$ cat config.mk
export PLATFORM = sky130hd
export DESIGN_NAME = mbet_ctrl
export DESIGN_NICKNAME = d
export VERILOG_FILES = /design/src/mbet_pkg.sv /design/src/mbet_ctrl.sv
export VERILOG_INCLUDE_DIRS = /design/src /design/src/src
export SDC_FILE = /design/constraint.sdc
export NUM_CORES = 1
export LEC_CHECK = 0
export CAP_MARGIN = 20
export CELL_PAD_IN_SITES_DETAIL_PLACEMENT = 2
export CELL_PAD_IN_SITES_GLOBAL_PLACEMENT = 2
export CORE_AREA = 2 2 39 41
export CTS_CLUSTER_DIAMETER = 200
export DETAILED_ROUTE_END_ITERATION = 8
export DIE_AREA = 0 0 41 43
export DONT_BUFFER_PORTS = 1
export PLACE_DENSITY = 0.74
export SYNTH_ARGS = -nofsm -noshare
export SYNTH_HDL_FRONTEND = slang
export SYNTH_SLANG_ARGS = --single-unit
$ cat constraint.sdc
create_clock -name clk -period 3.25 [get_ports clk]
set_clock_uncertainty 0.1 [all_clocks]
set_input_delay 0.325 -clock clk [delete_from_list [all_inputs] [get_ports clk]]
set_output_delay 0.325 -clock clk [all_outputs]
set_load 0.1 [all_outputs]
$ cat src/mandelbrot_escape_time_pixel_macros.svh
// Assertion helpers shared by the block; clk and rst must be in scope.
`ifndef MANDELBROT_ESCAPE_TIME_PIXEL_MACROS_SVH
`define MANDELBROT_ESCAPE_TIME_PIXEL_MACROS_SVH

// Same-cycle implication.
`define MBET_ASSERT_IMP(lbl, ante, cons, msg) \
  lbl: assert property (@(posedge clk) disable iff (rst) (ante) |-> (cons)) \
    else $error(msg);

// Next-cycle implication.
`define MBET_ASSERT_NXT(lbl, ante, cons, msg) \
  lbl: assert property (@(posedge clk) disable iff (rst) (ante) |=> (cons)) \
    else $error(msg);

`endif

$ cat src/mbet_pkg.sv
package mbet_pkg;

  localparam int FRAC_BITS_DEF = 28;

  localparam int PIX_W      = 14;
  localparam int DIM_W      = 15;
  localparam int LIMIT_W    = 16;
  localparam int OUT_W      = 8;
  localparam int CFG_IDX_W  = 2;
  localparam int CFG_DATA_W = 16;
  localparam int WORD_W     = 32;
  localparam int PROD_W     = 64;
  localparam int SCALE_W    = LIMIT_W + 8;

  localparam logic [CFG_IDX_W-1:0] REG_WIDTH  = 2'd0;
  localparam logic [CFG_IDX_W-1:0] REG_HEIGHT = 2'd1;
  localparam logic [CFG_IDX_W-1:0] REG_LIMIT  = 2'd2;

  localparam logic [DIM_W-1:0]   WIDTH_RST  = 15'd9200;
  localparam logic [DIM_W-1:0]   HEIGHT_RST = 15'd9200;
  localparam logic [LIMIT_W-1:0] LIMIT_RST  = 16'd500;

  typedef enum logic [2:0] {
    ST_IDLE,
    ST_COL_DIV,
    ST_ROW_DIV,
    ST_MUL,
    ST_UPD,
    ST_SCALE_DIV
  } state_t;

  typedef enum logic [1:0] {
    SEL_COL,
    SEL_ROW,
    SEL_SCALE
  } div_sel_t;

  typedef struct packed {
    logic     load;
    logic     div_start;
    div_sel_t div_sel;
    logic     set_cr;
    logic     set_ci;
    logic     mul;
    logic     update;
    logic     emit_zero;
    logic     emit_quot;
  } cmd_t;

  typedef struct packed {
    logic div_done;
    logic at_limit;
    logic escaped;
    logic scale_ok;
  } status_t;

  // Clamp a 64-bit signed value to the signed 32-bit range.
  function automatic logic signed [WORD_W-1:0] sat_word(input logic signed [PROD_W-1:0] v);
    logic [PROD_W-WORD_W:0] top;
    top = v[PROD_W-1:WORD_W-1];
    if (top == '0 || top == '1) begin
      return v[WORD_W-1:0];
    end else if (v[PROD_W-1]) begin
      return {1'b1, {(WORD_W-1){1'b0}}};
    end else begin
      return {1'b0, {(WORD_W-1){1'b1}}};
    end
  endfunction

endpackage

$ cat src/mbet_ctrl.sv
`include "mandelbrot_escape_time_pixel_macros.svh"

module mbet_ctrl (
  input  logic              clk,
  input  logic              rst,
  input  logic              start,
  output logic              busy,
  input  mbet_pkg::status_t status,
  output mbet_pkg::cmd_t    cmd
);

  mbet_pkg::state_t state;
  mbet_pkg::state_t state_next;

  always_ff @(posedge clk) begin
    if (rst) begin
      state <= mbet_pkg::ST_IDLE;
    end else begin
      state <= state_next;
    end
  end

  always_comb begin
    state_next = state;
    case (state)
      mbet_pkg::ST_IDLE: begin
        if (start) state_next = mbet_pkg::ST_COL_DIV;
      end
      mbet_pkg::ST_COL_DIV: begin
        if (status.div_done) state_next = mbet_pkg::ST_ROW_DIV;
      end
      mbet_pkg::ST_ROW_DIV: begin
        if (status.div_done) state_next = mbet_pkg::ST_MUL;
      end
      mbet_pkg::ST_MUL: begin
        if (!status.at_limit) begin
          state_next = mbet_pkg::ST_UPD;
        end else if (status.scale_ok) begin
          state_next = mbet_pkg::ST_SCALE_DIV;
        end else begin
          state_next = mbet_pkg::ST_IDLE;
        end
      end
      mbet_pkg::ST_UPD: begin
        if (!status.escaped) begin
          state_next = mbet_pkg::ST_MUL;
        end else if (status.scale_ok) begin
          state_next = mbet_pkg::ST_SCALE_DIV;
        end else begin
          state_next = mbet_pkg::ST_IDLE;
        end
      end
      mbet_pkg::ST_SCALE_DIV: begin
        if (status.div_done) state_next = mbet_pkg::ST_IDLE;
      end
      default: state_next = mbet_pkg::ST_IDLE;
    endcase
  end

  always_comb begin
    cmd         = '0;
    cmd.div_sel = mbet_pkg::SEL_COL;
    busy        = state != mbet_pkg::ST_IDLE;
    case (state)
      mbet_pkg::ST_IDLE: begin
        if (start) begin
          cmd.load      = 1'b1;
          cmd.div_start = 1'b1;
        end
      end
      mbet_pkg::ST_COL_DIV: begin
        if (status.div_done) begin
          cmd.set_cr    = 1'b1;
          cmd.div_start = 1'b1;
          cmd.div_sel   = mbet_pkg::SEL_ROW;
        end
      end
      mbet_pkg::ST_ROW_DIV: begin
        cmd.div_sel = mbet_pkg::SEL_ROW;
        if (status.div_done) cmd.set_ci = 1'b1;
      end
      mbet_pkg::ST_MUL: begin
        cmd.div_sel = mbet_pkg::SEL_SCALE;
        if (!status.at_limit) begin
          cmd.mul = 1'b1;
        end else if (status.scale_ok) begin
          cmd.div_start = 1'b1;
        end else begin
          cmd.emit_zero = 1'b1;
        end
      end
      mbet_pkg::ST_UPD: begin
        cmd.div_sel = mbet_pkg::SEL_SCALE;
        if (!status.escaped) begin
          cmd.update = 1'b1;
        end else if (status.scale_ok) begin
          cmd.div_start = 1'b1;
        end else begin
          cmd.emit_zero = 1'b1;
        end
      end
      mbet_pkg::ST_SCALE_DIV: begin
        cmd.div_sel = mbet_pkg::SEL_SCALE;
        if (status.div_done) cmd.emit_quot = 1'b1;
      end
      default: ;
    endcase
  end

  `MBET_ASSERT_NXT(a_accept_starts_map, start && state == mbet_pkg::ST_IDLE,
                   state == mbet_pkg::ST_COL_DIV, "accepted beat did not start mapping")
  `MBET_ASSERT_IMP(a_upd_after_mul, state == mbet_pkg::ST_UPD,
                   $past(state) == mbet_pkg::ST_MUL, "update step not preceded by multiply")
  `MBET_ASSERT_NXT(a_emit_returns_idle, cmd.emit_zero || cmd.emit_quot,
                   state == mbet_pkg::ST_IDLE, "result emitted but controller not idle")
  `MBET_ASSERT_IMP(a_update_below_limit, cmd.update, !status.at_limit,
                   "iteration past the limit")

endmodule
==> qor.yml <==
pwr:
  finalPower_uw: 240
  ir_drop_mv: 0.186
  p_sw_uw: 123
  intPower_uw: 117
  power_leakage_nw: 0.194
  clkPwrFrac: 0.265
  seq_power_share: 0.220
  power_density_nw_per_um2: 489
  switching_share: 0.512
  pwr-share-comb: 0.515
setup_path:
  worstPathRequired_ns: 2.82
  startpoint_type: "flop"
  critPathBufInv: 0
  worstSetupPathType: "flop to primary output"
  end_kind: "primary output"
  path_max_fanout: 13
  crit_family: "simple AND/OR/NAND/NOR gates"
  critPathMaxStageDelay_ns: 0.71
  worst_path_max_delay_cell: "nand2_1"
  path_cells: "nand3_2, nand2_1"
  arrival_ns: 1.83
cts:
  cts_hold_buf: 0
  htreeDepth: 1
  clk_pin_slew_worst_paths_ns: 0.04
  post_cts_buffers: 0
  clock-root-buffer: "clkbuf_4"
  clock_sinks: 3
  cts_buffers: 3
  tritoncts: "done"
  clock_latency_ns: 0.23
  clock_path_buffers: 2
  cts-resized-gates: 0
detailed_routing:
  drt_iter0_drc: 1
  dr.pass1.iters: 2
  via_per_inst: 5.37
  routedWlPerCell_um: 13.9
  vias: 381
  wirelength_um: 989
  ant_nets: 0
  drc_errors: 0
cells_and_area:
  largest_reg_flops: 3
  layout-drive-gt1-share: 0.473
  antenna_cells: 0
  regMostFlops: "state"
  top_regs: "state (3)"
  nets: 63
  syn_to_final_growth_pct: 47.2
yosys:
  synth_common_cells: "nor2_1 (7), a21oi_1 (4), dfxtp_1 (3), inv_1 (3), nand2b_1 (3)"
  syn-cell-area_sq_um: 334
  ys_warn_count: 0
  syn_avg_cell_area_sq_um: 7.42
  yosysTopAreaCell: "dfxtp_1"
  yosysMostFrequentCell: "nor2_1"
  ys_seq_elements: 3
  synthCells: 45
  yosys_most_used_dff: "dfxtp_1"
  synth.distinct_cells: 26
  synth-seq-area-share: 0.180
  synth_top_cell_area_share: 0.180
  synth_nets: 52
  async_reset_ff_frac: 0
  synth_edf_count: 0
  synthTopCellsByArea: "dfxtp_1 (18%), nor2_1 (7.9%), a21oi_1 (6.0%), nand3b_4 (6.0%), nand2b_1 (5.6%)"
floorplan:
  core.rowCount: 14
  coreArea_sq_um: 1380
  pin_count: 18
  die_x_um: 41
  die_area_sq_um: 1760
  initial_core_util: 0.241
  fp.dieH_um: 43
timing:
  worst_slew_pin_slew_ns: 0.891
  slew_violations: 0
  setup_viol: 0
  fin_setup_tns_ns: 0
  max-slew-margin-rel: 0.405
  hold_viol: 0
  min_period_ns: 2.26
  setup_ws_ns: 0.991
  min_period_over_period: 0.695
  fmax_ghz: 0.443
  rsz0062_at_grt: "false"
flow_run:
  drv_cap: 0
run_status:
  status: "finished clean"
place:
  io_buffers: 0
  dp_hpwl_um: 792
  dp_slack_ns: 1.21
  gp_congestion: 0.725
global_route:
  grt_antenna_before_repair: 0
  gr-usage-all-layers: 0.135
  grt_pass1_wl_mm: 1.63
  grt_max_degree: 14
  grt_pass1_vias: 390
  overflow: 0
hold_path:
  hp-class: "primary input to flop"
## per-layer routing
metal  part of all wire  track usage
met5                  0            0
met3              0.053       0.0262
met2               0.55        0.222
met4                  0       0.0600
met1               0.40        0.158
## stage by stage
step / cell area (sq um) / std cells / hold WS (ns) / util
3_3_place_gp: 465 / 67 / 0.296 / 0.336
2_1_floorplan: 348 / 45 / 0.294 / -
4_1_cts: 492 / 71 / 0.0537 / 0.355
6_report: 492 / 71 / 0.0619 / 0.355
5_1_grt: 492 / 71 / 0.0547 / 0.355
3_5_place_dp: 465 / 67 / 0.297 / 0.336
## cell families after synthesis
| logic type | Yosys count | synth area share |
|---|---|---|
| AOI/OAI and AO/OA | 12 | 0.232 |
| muxes | 1 | 0.0300 |
| buffers and inverters | 7 | 0.116 |
| and+or+nand+nor | 22 | 0.442 |
| DFF | 3 | 0.180 |
## cell type report
type	count	area (sq um)
repair buffers	9	85.1
flip-flops and latches	3	60.1
clock buffers	4	26.3
fillers	173	892
well taps	16	20.0
multi-input cells	35	285
inverters	4	15.0
## cell usage in the layout (no fill, tap or decap)
master     count
o21ai_0        2
nand3b_1       1
clkbuf_4       3
clkbuf_16      1
nor4_4         1
a21oi_1        3
a21boi_1       1
o32ai_1        1
nand3_2        1
nor2_2         5
nor2_1         4
or3_4          1
clkbuf_1       1
nand2_1        2
buf_4          8
o32ai_4        1
nor3b_2        1
a21oi_2        1
nor3_1         1
a21o_1         1
a41oi_1        1
mux2i_1        1
nand2b_1       3
inv_1          3
nand3b_4       1
dfxtp_1        3
inv_2          1
nor4b_2        1
a31oi_1        1
## power by group through the flow
stage / registers (mW) / logic [mW] / clock network (mW)
detailed placement: 0.0536 / 0.125 / 0
CTS: 0.0531 / 0.125 / 0.0669
finish: 0.0528 / 0.124 / 0.0637
floorplan: 0.0425 / 0.115 / 0
global placement: 0.0531 / 0.123 / 0
global route: 0.0539 / 0.130 / 0.0694
## path summary, 6_finish.rpt
path	end	slack [ns]	from	cells after the start
setup reg to reg	state[2]	1.77	state[0]	4
hold reg to reg	state[1]	0.66	state[2]	3
hold / removal	state[2]	0.06	rst	1
setup / recovery	cmd[7]	0.99	state[0]	2
Note: power is estimated with default switching activity, not from simulation.
